<file path="config.mk">
export PLATFORM = sky130hd
export DESIGN_NAME = radix_text_to_integer_top
export DESIGN_NICKNAME = d
export VERILOG_FILES = /design/src/rtl/rtti_pkg.sv /design/src/rtl/rtti_char_decode.sv /design/src/rtl/rtti_parse_core.sv /design/src/rtl/radix_text_to_integer_top.sv
export SDC_FILE = /design/constraint.sdc
export NUM_CORES = 1
export LEC_CHECK = 0
export ABC_AREA = 1
export CAP_MARGIN = 20
export CORE_MARGIN = 2
export CORE_UTILIZATION = 61
export DETAILED_ROUTE_END_ITERATION = 6
export DONT_BUFFER_PORTS = 1
export MAX_ROUTING_LAYER = met4
export PLACE_DENSITY = 0.75
export RECOVER_POWER = 100
export SLEW_MARGIN = 20
export SYNTH_ARGS = -nofsm -noshare
export SYNTH_HDL_FRONTEND = slang
export SYNTH_SLANG_ARGS = --single-unit
</file>
<file path="constraint.sdc">
create_clock -name clk -period 12.3 [get_ports clk]
set_input_delay 2.46 -clock clk [delete_from_list [all_inputs] [get_ports clk]]
set_output_delay 2.46 -clock clk [all_outputs]
set_load 0.01 [all_outputs]
</file>
<file path="src/rtl/rtti_pkg.sv">
package rtti_pkg;

    // Fixed field widths.
    localparam int CHAR_W   = 8;
    localparam int RADIX_W  = 6;
    localparam int DIGIT_W  = 6;
    localparam int END_W    = 13;
    localparam int CFG_IDX_W = 1;

    // Configuration register indexes.
    localparam logic [CFG_IDX_W-1:0] CFG_RADIX  = 1'd0;
    localparam logic [CFG_IDX_W-1:0] CFG_SIGNED = 1'd1;

    // Register reset values.
    localparam logic [RADIX_W-1:0] RADIX_RESET  = 6'd10;
    localparam logic               SIGNED_RESET = 1'b1;

    // Radix codes with a meaning of their own.
    localparam logic [RADIX_W-1:0] RADIX_AUTO    = 6'd0;
    localparam logic [RADIX_W-1:0] RADIX_UNUSED  = 6'd1;
    localparam logic [RADIX_W-1:0] RADIX_MIN     = 6'd2;
    localparam logic [RADIX_W-1:0] RADIX_OCTAL   = 6'd8;
    localparam logic [RADIX_W-1:0] RADIX_DECIMAL = 6'd10;
    localparam logic [RADIX_W-1:0] RADIX_HEX     = 6'd16;
    localparam logic [RADIX_W-1:0] RADIX_MAX     = 6'd36;

    // Character codes.
    localparam logic [CHAR_W-1:0] CH_ZERO   = 8'h30;
    localparam logic [CHAR_W-1:0] CH_NINE   = 8'h39;
    localparam logic [CHAR_W-1:0] CH_UP_A   = 8'h41;
    localparam logic [CHAR_W-1:0] CH_UP_Z   = 8'h5A;
    localparam logic [CHAR_W-1:0] CH_LO_A   = 8'h61;
    localparam logic [CHAR_W-1:0] CH_LO_Z   = 8'h7A;
    localparam logic [CHAR_W-1:0] CH_UP_X   = 8'h58;
    localparam logic [CHAR_W-1:0] CH_LO_X   = 8'h78;
    localparam logic [CHAR_W-1:0] CH_MINUS  = 8'h2D;
    localparam logic [CHAR_W-1:0] CH_PLUS   = 8'h2B;
    localparam logic [CHAR_W-1:0] CH_SPACE  = 8'h20;
    localparam logic [CHAR_W-1:0] CH_TAB    = 8'h09;
    localparam logic [CHAR_W-1:0] CH_CR     = 8'h0D;
    localparam logic [DIGIT_W-1:0] LETTER_BASE = 6'd10;

    // Parser phase, one-hot.
    typedef enum logic [6:0] {
        PH_SPACE  = 7'b0000001,
        PH_SIGNED = 7'b0000010,
        PH_ZERO   = 7'b0000100,
        PH_HEXPFX = 7'b0001000,
        PH_DIGITS = 7'b0010000,
        PH_DONE   = 7'b0100000,
        PH_BAD    = 7'b1000000
    } phase_t;

    // Classification of one byte.
    typedef struct packed {
        logic               blank;
        logic               is_digit;
        logic [DIGIT_W-1:0] digit;
    } char_class_t;

endpackage

</file>
<file path="src/rtl/rtti_char_decode.sv">
module rtti_char_decode (
    input  logic [rtti_pkg::CHAR_W-1:0] char_code,
    output rtti_pkg::char_class_t       char_class
);

    logic [rtti_pkg::CHAR_W-1:0] offset;

    always_comb
    begin
        char_class.blank    = (char_code == rtti_pkg::CH_SPACE) ||
                              (char_code inside {[rtti_pkg::CH_TAB:rtti_pkg::CH_CR]});
        char_class.is_digit = 1'b1;
        offset              = '0;
        char_class.digit    = '0;
        if (char_code inside {[rtti_pkg::CH_ZERO:rtti_pkg::CH_NINE]})
        begin
            offset           = char_code - rtti_pkg::CH_ZERO;
            char_class.digit = offset[rtti_pkg::DIGIT_W-1:0];
        end
        else if (char_code inside {[rtti_pkg::CH_UP_A:rtti_pkg::CH_UP_Z]})
        begin
            offset           = char_code - rtti_pkg::CH_UP_A;
            char_class.digit = offset[rtti_pkg::DIGIT_W-1:0] + rtti_pkg::LETTER_BASE;
        end
        else if (char_code inside {[rtti_pkg::CH_LO_A:rtti_pkg::CH_LO_Z]})
        begin
            offset           = char_code - rtti_pkg::CH_LO_A;
            char_class.digit = offset[rtti_pkg::DIGIT_W-1:0] + rtti_pkg::LETTER_BASE;
        end
        else
        begin
            char_class.is_digit = 1'b0;
        end
    end

endmodule

</file>
<file path="src/rtl/rtti_parse_core.sv">
module rtti_parse_core #(
    parameter int VALUE_WIDTH = 32,
    parameter int MAX_LEN     = 4096
) (
    input  logic                          clk,
    input  logic                          rst_n,
    input  logic                          step,
    input  logic [rtti_pkg::CHAR_W-1:0]   char_code,
    input  logic                          last_char,
    input  logic [rtti_pkg::RADIX_W-1:0]  radix_cfg,
    input  logic                          signed_cfg,
    output logic [VALUE_WIDTH-1:0]        res_value,
    output logic [rtti_pkg::END_W-1:0]    res_end_pos,
    output logic                          res_any_digit,
    output logic                          res_overflowed
);

    localparam int POS_W = $clog2(MAX_LEN + 1);
    localparam int MUL_W = VALUE_WIDTH + rtti_pkg::RADIX_W;
    localparam logic [POS_W-1:0] POS_LIMIT = POS_W'(MAX_LEN);

    rtti_pkg::phase_t phase_reg, phase_next;
    logic [VALUE_WIDTH-1:0]       accum_reg, accum_next;
    logic                         negative_reg, negative_next;
    logic                         digit_seen_reg, digit_seen_next;
    logic                         overflow_seen_reg, overflow_seen_next;
    logic [rtti_pkg::RADIX_W-1:0] working_radix_reg, working_radix_next;
    logic [POS_W-1:0]             byte_pos_reg, byte_pos_next;
    logic [POS_W-1:0]             end_mark_reg, end_mark_next;

    rtti_pkg::char_class_t        cls;
    rtti_pkg::phase_t             phase_cur;
    logic [rtti_pkg::RADIX_W-1:0] radix_cur;
    logic [rtti_pkg::RADIX_W-1:0] mul_radix;
    logic [MUL_W-1:0]             product;
    logic                         first_zero;
    logic                         use_digit;
    logic                         radix_bad;
    logic [VALUE_WIDTH-1:0]       neg_mag;
    logic [POS_W+rtti_pkg::END_W-1:0] end_ext;

    rtti_char_decode u_decode (
        .char_code  (char_code),
        .char_class (cls)
    );

    assign radix_bad = (radix_cfg == rtti_pkg::RADIX_UNUSED) ||
                       (radix_cfg > rtti_pkg::RADIX_MAX);

    // Radix and phase as seen by this byte: the radix is latched on the
    // first byte of every string.
    always_comb
    begin
        phase_cur = phase_reg;
        radix_cur = working_radix_reg;
        if (byte_pos_reg == '0)
        begin
            if (radix_bad)
            begin
                phase_cur = rtti_pkg::PH_BAD;
                radix_cur = '0;
            end
            else
            begin
                radix_cur = radix_cfg;
            end
        end
    end

    // A leading zero in auto or hex mode may still start a 0x prefix.
    assign first_zero = (char_code == rtti_pkg::CH_ZERO) &&
                        ((radix_cur == rtti_pkg::RADIX_AUTO) ||
                         (radix_cur == rtti_pkg::RADIX_HEX));

    // The radix a digit is taken in, after auto-detection settles it.
    always_comb
    begin
        mul_radix = radix_cur;
        if (radix_cur == rtti_pkg::RADIX_AUTO)
        begin
            if (phase_cur == rtti_pkg::PH_ZERO)
                mul_radix = rtti_pkg::RADIX_OCTAL;
            else
                mul_radix = rtti_pkg::RADIX_DECIMAL;
        end
    end

    assign product = MUL_W'(accum_reg) * MUL_W'(mul_radix) + MUL_W'(cls.digit);

    always_comb
    begin
        phase_next         = phase_cur;
        accum_next         = accum_reg;
        negative_next      = negative_reg;
        digit_seen_next    = digit_seen_reg;
        overflow_seen_next = overflow_seen_reg;
        working_radix_next = radix_cur;
        byte_pos_next      = byte_pos_reg;
        end_mark_next      = end_mark_reg;
        use_digit          = 1'b0;

        if (byte_pos_reg < POS_LIMIT)
        begin
            byte_pos_next = byte_pos_reg + 1'b1;
            case (phase_cur)
                rtti_pkg::PH_SPACE, rtti_pkg::PH_SIGNED:
                begin
                    if (phase_cur == rtti_pkg::PH_SPACE && cls.blank)
                    begin
                        phase_next = rtti_pkg::PH_SPACE;
                    end
                    else if (phase_cur == rtti_pkg::PH_SPACE &&
                             char_code == rtti_pkg::CH_MINUS)
                    begin
                        negative_next = 1'b1;
                        phase_next    = rtti_pkg::PH_SIGNED;
                    end
                    else if (phase_cur == rtti_pkg::PH_SPACE &&
                             char_code == rtti_pkg::CH_PLUS)
                    begin
                        phase_next = rtti_pkg::PH_SIGNED;
                    end
                    else if (first_zero)
                    begin
                        digit_seen_next = 1'b1;
                        end_mark_next   = byte_pos_reg + 1'b1;
                        accum_next      = '0;
                        phase_next      = rtti_pkg::PH_ZERO;
                    end
                    else
                    begin
                        working_radix_next = mul_radix;
                        use_digit          = 1'b1;
                    end
                end
                rtti_pkg::PH_ZERO:
                begin
                    if (char_code == rtti_pkg::CH_LO_X || char_code == rtti_pkg::CH_UP_X)
                    begin
                        working_radix_next = rtti_pkg::RADIX_HEX;
                        phase_next         = rtti_pkg::PH_HEXPFX;
                    end
                    else
                    begin
                        working_radix_next = mul_radix;
                        use_digit          = 1'b1;
                    end
                end
                rtti_pkg::PH_HEXPFX, rtti_pkg::PH_DIGITS:
                begin
                    use_digit = 1'b1;
                end
                default:
                begin
                    phase_next = phase_cur;
                end
            endcase

            if (use_digit)
            begin
                if (mul_radix < rtti_pkg::RADIX_MIN || !cls.is_digit ||
                    cls.digit >= mul_radix)
                begin
                    phase_next = rtti_pkg::PH_DONE;
                end
                else
                begin
                    digit_seen_next = 1'b1;
                    end_mark_next   = byte_pos_reg + 1'b1;
                    phase_next      = rtti_pkg::PH_DIGITS;
                    if (!overflow_seen_reg)
                    begin
                        if (product[MUL_W-1:VALUE_WIDTH] == '0)
                            accum_next = product[VALUE_WIDTH-1:0];
                        else
                            overflow_seen_next = 1'b1;
                    end
                end
            end
        end
    end

    // Result of a string, formed from the state after its final byte.
    assign neg_mag = ~accum_next + 1'b1;
    assign end_ext = {{rtti_pkg::END_W{1'b0}}, end_mark_next};

    always_comb
    begin
        res_value      = '0;
        res_end_pos    = '0;
        res_any_digit  = 1'b0;
        res_overflowed = 1'b0;
        if (digit_seen_next && phase_next != rtti_pkg::PH_BAD)
        begin
            res_any_digit = 1'b1;
            res_end_pos   = end_ext[rtti_pkg::END_W-1:0];
            if (!signed_cfg)
            begin
                res_overflowed = overflow_seen_next;
                if (overflow_seen_next)
                    res_value = '1;
                else
                    res_value = negative_next ? neg_mag : accum_next;
            end
            else if (overflow_seen_next ||
                     (negative_next ? (accum_next[VALUE_WIDTH-1] &&
                                       (|accum_next[VALUE_WIDTH-2:0]))
                                    : accum_next[VALUE_WIDTH-1]))
            begin
                res_overflowed = 1'b1;
                res_value      = negative_next ? {1'b1, {(VALUE_WIDTH-1){1'b0}}}
                                               : {1'b0, {(VALUE_WIDTH-1){1'b1}}};
            end
            else
            begin
                res_value = negative_next ? neg_mag : accum_next;
            end
        end
    end

    always_ff @(posedge clk or negedge rst_n)
    begin
        if (!rst_n)
        begin
            phase_reg         <= rtti_pkg::PH_SPACE;
            accum_reg         <= '0;
            negative_reg      <= 1'b0;
            digit_seen_reg    <= 1'b0;
            overflow_seen_reg <= 1'b0;
            working_radix_reg <= '0;
            byte_pos_reg      <= '0;
            end_mark_reg      <= '0;
        end
        else if (step)
        begin
            if (last_char)
            begin
                phase_reg         <= rtti_pkg::PH_SPACE;
                accum_reg         <= '0;
                negative_reg      <= 1'b0;
                digit_seen_reg    <= 1'b0;
                overflow_seen_reg <= 1'b0;
                working_radix_reg <= '0;
                byte_pos_reg      <= '0;
                end_mark_reg      <= '0;
            end
            else
            begin
                phase_reg         <= phase_next;
                accum_reg         <= accum_next;
                negative_reg      <= negative_next;
                digit_seen_reg    <= digit_seen_next;
                overflow_seen_reg <= overflow_seen_next;
                working_radix_reg <= working_radix_next;
                byte_pos_reg      <= byte_pos_next;
                end_mark_reg      <= end_mark_next;
            end
        end
    end

endmodule

</file>
<file path="src/rtl/radix_text_to_integer_top.sv">
// Streaming text-to-integer parser. Bytes of a string arrive on the input
// channel (in_valid / in_stall) one per transfer, with last_char set on the
// final byte. Leading whitespace is skipped, an optional sign is noted, and
// digits are accumulated in the configured radix with saturation on overflow.
// Each string yields exactly one transfer on the output channel
// (out_valid / out_stall), carrying value, end_pos, any_digit and overflowed.
// Throughput is one byte per cycle: the input register feeds one pass of
// decode, a 6-bit by VALUE_WIDTH multiply-add and the saturation logic,
// which updates the parser state and loads the result register in the same
// cycle. out_valid rises when the final byte's result is loaded into the
// result register, and the result transfers while out_stall is low. When
// the receiver stalls, the result register holds its item and non-final
// bytes keep flowing; only a final byte waits in the input register, and
// in_stall rises until the result register frees up.
// The configuration channel (cfg_valid / cfg_ready) is always ready and
// should only be written while no string is in progress. Reset clears the
// parser state, empties both registers and sets radix 10, signed mode.
module radix_text_to_integer_top #(
    parameter int VALUE_WIDTH = 32,
    parameter int MAX_LEN     = 4096
) (
    input  logic                            clk,
    input  logic                            rst_n,
    input  logic                            cfg_valid,
    output logic                            cfg_ready,
    input  logic [rtti_pkg::CFG_IDX_W-1:0]  cfg_index,
    input  logic [rtti_pkg::RADIX_W-1:0]    cfg_data,
    input  logic                            in_valid,
    output logic                            in_stall,
    input  logic [rtti_pkg::CHAR_W-1:0]     char_code,
    input  logic                            last_char,
    output logic                            out_valid,
    input  logic                            out_stall,
    output logic [VALUE_WIDTH-1:0]          value,
    output logic [rtti_pkg::END_W-1:0]      end_pos,
    output logic                            any_digit,
    output logic                            overflowed
);

    logic [rtti_pkg::RADIX_W-1:0] radix_reg;
    logic                         signed_mode_reg;

    logic                         s1_valid_reg, s1_valid_next;
    logic [rtti_pkg::CHAR_W-1:0]  s1_char_reg;
    logic                         s1_last_reg;

    logic                         out_valid_reg, out_valid_next;
    logic [VALUE_WIDTH-1:0]       value_reg;
    logic [rtti_pkg::END_W-1:0]   end_pos_reg;
    logic                         any_digit_reg;
    logic                         overflowed_reg;

    logic                         out_free;
    logic                         step;
    logic                         accept;

    logic [VALUE_WIDTH-1:0]       res_value;
    logic [rtti_pkg::END_W-1:0]   res_end_pos;
    logic                         res_any_digit;
    logic                         res_overflowed;

    // Configuration registers; the write channel never back-pressures.
    assign cfg_ready = 1'b1;

    always_ff @(posedge clk or negedge rst_n)
    begin
        if (!rst_n)
        begin
            radix_reg       <= rtti_pkg::RADIX_RESET;
            signed_mode_reg <= rtti_pkg::SIGNED_RESET;
        end
        else if (cfg_valid && cfg_ready)
        begin
            case (cfg_index)
                rtti_pkg::CFG_RADIX:  radix_reg       <= cfg_data;
                rtti_pkg::CFG_SIGNED: signed_mode_reg <= cfg_data[0];
                default:              radix_reg       <= radix_reg;
            endcase
        end
    end

    // A byte in the input register is processed unless it is a final byte
    // and the result register is still occupied by an untaken result.
    assign out_free = !out_valid_reg || !out_stall;
    assign step     = s1_valid_reg && (!s1_last_reg || out_free);
    assign in_stall = s1_valid_reg && !step;
    assign accept   = in_valid && !in_stall;

    always_comb
    begin
        s1_valid_next = s1_valid_reg;
        if (accept)
            s1_valid_next = 1'b1;
        else if (step)
            s1_valid_next = 1'b0;
    end

    always_ff @(posedge clk or negedge rst_n)
    begin
        if (!rst_n)
            s1_valid_reg <= 1'b0;
        else
            s1_valid_reg <= s1_valid_next;
    end

    always_ff @(posedge clk)
    begin
        if (accept)
        begin
            s1_char_reg <= char_code;
            s1_last_reg <= last_char;
        end
    end

    rtti_parse_core #(
        .VALUE_WIDTH (VALUE_WIDTH),
        .MAX_LEN     (MAX_LEN)
    ) u_core (
        .clk            (clk),
        .rst_n          (rst_n),
        .step           (step),
        .char_code      (s1_char_reg),
        .last_char      (s1_last_reg),
        .radix_cfg      (radix_reg),
        .signed_cfg     (signed_mode_reg),
        .res_value      (res_value),
        .res_end_pos    (res_end_pos),
        .res_any_digit  (res_any_digit),
        .res_overflowed (res_overflowed)
    );

    // Result register: loaded by a final byte, emptied by a transfer.
    always_comb
    begin
        out_valid_next = out_valid_reg;
        if (step && s1_last_reg)
            out_valid_next = 1'b1;
        else if (!out_stall)
            out_valid_next = 1'b0;
    end

    always_ff @(posedge clk or negedge rst_n)
    begin
        if (!rst_n)
            out_valid_reg <= 1'b0;
        else
            out_valid_reg <= out_valid_next;
    end

    always_ff @(posedge clk)
    begin
        if (step && s1_last_reg)
        begin
            value_reg      <= res_value;
            end_pos_reg    <= res_end_pos;
            any_digit_reg  <= res_any_digit;
            overflowed_reg <= res_overflowed;
        end
    end

    assign out_valid  = out_valid_reg;
    assign value      = value_reg;
    assign end_pos    = end_pos_reg;
    assign any_digit  = any_digit_reg;
    assign overflowed = overflowed_reg;

endmodule
</file>
; Yosys cells after proc, flatten, opt, wreduce, memory -nomap -nowiden
; Cells that the tools add are included.
[op_classes]
addsub = 8
n_mul = 1
bitwise_logic = 2
n_eq_ne = 15
n_div = 0
n_reduce_logical = 40
n_mux = 92
n_shift = 0
n_lt_le_gt_ge = 12
[op_table]
columns = cell, n
row1 = 2-to-1 mux 32 bit, 16
row2 = 2-to-1 mux 13 bit, 11
row3 = 2-to-1 mux 6 bit, 14
row4 = 2-to-1 mux 7 bit, 10
row5 = adder 38 x 6 -> 38 bit, 1
row6 = multiplier 32 x 6 -> 38 bit, 1
row7 = 2-to-1 mux 1 bit, 37
row8 = "adder 32 x 1 -> 32 bit, second input constant", 1
row9 = "== test 8 x 6 -> 1 bit, second input constant", 4
row10 = inverter 32 bit, 1
row11 = OR reduction 31 bit, 1
row12 = "== test 8 x 7 -> 1 bit, second input constant", 2
row13 = "greater-or-equal comparator 8 x 7 -> 1 bit, second input constant", 2
row14 = "<= comparator 8 x 7 -> 1 bit, second input constant", 2
row15 = logical AND 1 bit, 14
row16 = case mux 7 bit (2 select lines), 1
row17 = "adder 13 x 1 -> 13 bit, second input constant", 1
row18 = logical NOT 13 bit, 1
row19 = "< comparator 13 bit, second input constant", 1
row20 = "adder 6 x 4 -> 6 bit, second input constant", 2
row21 = logical NOT 6 bit, 2
row22 = case mux 6 bit (2 select lines), 1
row23 = "subtractor 6 bit, second input constant", 2
row24 = logical OR 1 bit, 9
row25 = 24 further kinds, 33
[totals]
ram_bits = 0
register_bits = 139
input_bits = 21
word_cells = 188
output_inout_bits = 50
latch_bits = 0
memories = 0
mem_bits_ro = 0

; Longest topological paths before layout
[logic_depth]
ltp_word = 23
depth_mapped = 59
depth_no_buf = 56

; Modules after synthesis
; From an unflattened synthesis, not the netlist that was laid out.
[unflattened]
hier_cells = 2162
area_unflattened_um2 = 15817.7
[modules_own_cells]
columns = mod, seq_area_each_um2, instances, cells_per_inst, area_per_inst_um2
row1 = rtti_parse_core, 1853.0, 1, 1954, 13196.4
row2 = radix_text_to_integer_top, 1910.6, 1, 102, 2072.0
row3 = rtti_char_decode, 0.0, 1, 106, 549.3

; Worst setup path before layout
; Ideal clock, no wire load.
[synth_timing]
kind = register -> register
startpoint = register u_core.byte_pos_reg[0]
endpoint = register value_reg[8], in the netlist value[8], data pin
synth_period_minus_slack_ps = 7535
slack_ps = 4765
t_required_ps = 12046
path_stages_with_launch = 56
n_path_buf = 3
arrival_ps = 7281
setup_time_ps = 254
path_cell_list = dfrtp_1 inv_1 ha_1 inv_1 nor2_1 and2_4 nand2_4 nor2_4 nand2_1 nand2_4 nor3_1 nand2_1 o21ai_0 inv_1 clkbuf_1 nor2_1 fa_1 inv_1 [20 not listed] nand3_1 nor2_2 nand3_2 buf_6 buf_6 nand2_1 nand3_1 o21ai_2 inv_2 ha_1 nand3_1 nor2_1 nand2_1 nand2_1 o21ai_0 xor2_1 nor2_1 o21a_1
[synth_between]
elab_chain_cells = 21
elab_cells_between_ends = 82
classes_between = 2 x add/sub / 1 x mul / 3 x order compare / 7 x eq/ne / 52 x mux / 1 x bitwise / 16 x reduce/logical
[synth_rtl]
columns = item, line
row1 = "start, declared", rtti_parse_core.sv:28  ; logic [POS_W-1:0] byte_pos_reg, byte_pos_next;
row2 = "start signal, assigned", rtti_parse_core.sv:255  ; byte_pos_reg <= byte_pos_next;
row3 = "parallel branches: the longest is 21 deep, another holds multiplier 32 x 6 -> 38 bit", -
row4 = "end signal, assigned", radix_text_to_integer_top.sv:154  ; value_reg <= res_value;
row5 = "end, declared", radix_text_to_integer_top.sv:48  ; logic [VALUE_WIDTH-1:0] value_reg;
; Parallel ways; which one is timed is not known. The select of a mux whose other input is x is not followed.
; A chain may end at the register's enable or synchronous reset.

; Final worst setup path
[layout_timing]
startpoint = register u_core.byte_pos_reg[0]
endpoint = register value_reg[26], in the netlist value[26], data pin
; The elaborated chain is that of the path after synthesis.

==> run metrics <==
clock root buffer=clkbuf_16; CTS sink count=~140; register area=3764 sq um; DIE HEIGHT=about 160 um; flop and latch count out of synthesis=139; Worst Path Required=12.48 ns; setup violators final=0; Core Rows=between 50 and 60; vias in the first global route=between 10,000 and 15,000; TritonCTS clock tree=yes; final core utilization=about two thirds; initial core utilization=between 60% and 70%; CTS Hold Bufs=0; leading area contributor after synthesis=fa_1; Area Growth Syn to Fin=4.721%; clock-pin slew on the worst setup and hold paths=approximately 0.070 ns; Synth Net Count=2,412; vias after detailed routing=14,647; CTS Buf Count=17; CTS Buffer Depth=2; failing checks=capacitance limit, slew limit; Hold Crit Class=flip-flop to flip-flop; Via-to-Cell Ratio=a little under 6; Largest stage delay, worst path=between 1 and 1.5 ns; ys async rst share=between 50% and 60%; largest net degree at the start of global routing=84; Post-Synthesis Cells=about 2,200; multi-input logic area=around 10,000 sq um; Fmax=approximately 95 MHz; total track usage=a little over a third; H-tree depth=4; Synth warnings=0; postcts setup bufs=0; Worst-Skew Late Latency=roughly 0.44 ns; critical path class=flip-flop to flip-flop; sequential-to-total area share from yosys stat=about a quarter; crit start category=flip-flop; crit path time final=10.51 ns; share of cells above drive strength 1=5.273%; Ant. Diodes=0; DR iter-0 viols=between 1,500 and 2,000; EDFF count, synth=56; leakage power=roughly 8.3 nW; status=complete, but fails checks; layout net count=between 2,000 and 2,500; Synth top area share=~16%; Slew Limit Fails=~190; WL final=between 40,000 and 50,000 um; kind of end point of the critical path=flip-flop; PwrDens=between 150 and 200 nW/um^2; hpwl dp=between 30,000 and 40,000 um; Core ar.=roughly 25,000 sq um; post-cts resize count=0; CP Data Arrival Time=~11 ns; first-pass GRT wire length=roughly 75,000 um; dominant cells by area after synthesis=fa_1, nand2_1, dfrtp_1; GRT overflow=0; Synth Cell Area=15,690 sq um; GPL Wtd Cong=slightly below 1; main flop type after synthesis=dfrtp_1; Port Buf Inserts=0; FILL cells=2,231; DIE WIDTH=164.4 um; Setup Skew=around 0.021 ns; DRT antenna net count=0; I/O Pins=71; Worst slew margin=-30.42%; critical path's most frequent cell=nand2_1; Final Hold Viols=0; Final Cycle Share=85.47%; Pre-Repair DR Iteration Count=6; Sum Neg Setup Slack=0 ns; RSZ-0062 raised after global routing=false; Syn Area/Cell=about 7.2 sq um; Netlist cell types=between 50 and 60; Crit Path Max Fanout=33; MaxCap Viol Count=4; Die Area=27,020 sq um; number of remaining DRC errors=0; CP max stage cell=clkbuf_1; peak supply drop=about 0.14 mV; wire per inst=approximately 19 um; initial antenna violation count=0; Least-Margin Pin Slew=just under 2 ns
## worst max-delay path: cells and delay by family, from the launching register on
family | cells | cell delay [ns]
adders and majority gates | 7 | 2.56
and+or+nand+nor | 34 | 4.44
AOI/OAI and AO/OA | 3 | 0.60
buffers and inverters | 8 | 2.18
DFF | 1 | 0.40
## worst paths after layout
kind / start / endpoint / slack [ns] / cells past startpoint
setup / recovery: u_core.byte_pos_reg[0] / value[26] / 1.79 / 52
hold / removal: u_core.working_radix_reg[0] / u_core.working_radix_reg[0] / 0.49 / 2
setup reg to reg: u_core.byte_pos_reg[0] / value[26] / 1.79 / 52
hold reg to reg: u_core.working_radix_reg[0] / u_core.working_radix_reg[0] / 0.49 / 2
max in group asynchronous: rst_n / signed_mode_reg / 10.38 / 0
min in group asynchronous: rst_n / u_core.end_mark_reg[7] / 1.72 / 0
## report_power, final
| part | leakage [nW] | total, mW | internal, mW | switching (mW) |
|---|---|---|---|---|
| sequential | 1.66 | 0.614 | 0.554 | 0.0606 |
| combinational | 6.35 | 1.83 | 0.542 | 1.29 |
| clock | 0.292 | 0.531 | 0.275 | 0.255 |
## cells in the mapped netlist (9+ instances only)
cell type and count:
inv_1 264, edfxtp_1 56, nor2_2 15, nand3_1 117
a31oi_1 9, nand4_1 42, a21oi_1 74, ha_1 99
o21a_1 13, nor2_1 362, inv_2 23, fa_1 124
o22ai_1 48, nand2_2 14, dfrtp_1 79, xnor2_1 13
o21ai_0 83, clkbuf_1 51, xor2_1 37, nand2_1 531
## per-stage QoR
step	cells	cell area, sq um	setup slack, ns	hold slack [ns]	total power [mW]
floorplan	2168	15690	4.765	0.4479	1.943
global placement	2441	15880	3.166	0.4641	2.383
detailed placement	2441	15880	2.990	0.4738	2.404
CTS	2473	16480	2.896	0.4900	2.939
global route	2473	16430	1.030	0.5101	3.202
finish	2473	16430	1.787	0.4907	2.972
## cell type report
type / count / share of cell area (%)
multi-input cells: 1667 / 63.67
clock buffers: 17 / 2.589
flip-flops and latches: 139 / 22.91
well taps: 330 / 2.513
repair buffers: 16 / 0.6397
inverters: 289 / 6.633
clock inverters: 15 / 1.051
## placed cells by master (no fill, tap or decap), types with 4 or more instances in the layout
cell,instances
nand2_1,539
nor2_1,362
inv_1,273
fa_1,124
nand3_1,117
ha_1,99
o21ai_0,84
dfrtp_1,79
a21oi_1,75
edfxtp_1,56
o22ai_1,48
nand4_1,42
xor2_1,37
clkbuf_16,17
nor2_2,15
inv_2,13
o21a_1,13
xnor2_1,13
buf_4,12
a31oi_1,9
nor3_1,8
nand3_2,8
o21bai_1,8
o21ai_1,7
nand2_2,6
inv_8,6
nand2_4,5
nor2_4,5
nand3b_1,4
o31ai_1,4
a22oi_1,4
inv_6,4
clkinv_8,4
clkbuf_1,4
dfstp_2,4
## logic make-up (layout without fill, tap and decap cells)
group / count (synthesis) / after routing / synth area share, %
mux: 1 / 1 / 0.07177
xor+xnor: 50 / 50 / 2.791
compound gates: 273 / 273 / 10.13
simple gates: 1119 / 1119 / 30.09
fa+ha+maj: 223 / 223 / 23.72
other cells: 1 / 1 / 0.02390
flops: 139 / 139 / 23.99
buf+inv: 362 / 337 / 9.187
## per-layer routing
| layer | track usage [%] | vias to the layer above | share of wire [%] | wire (um) |
|---|---|---|---|---|
| met2 | 60.82 | 634 | 49 | 22900 |
| met4 | 17.87 | 0 | 5.3 | 2467 |
| met5 | - | - | 0 | 0 |
| li1 | - | 6857 | - | - |
| met1 | 43.37 | 7004 | 39 | 18190 |
| met3 | 5.751 | 152 | 6.6 | 3080 |
(Power assumes the default switching activity.)
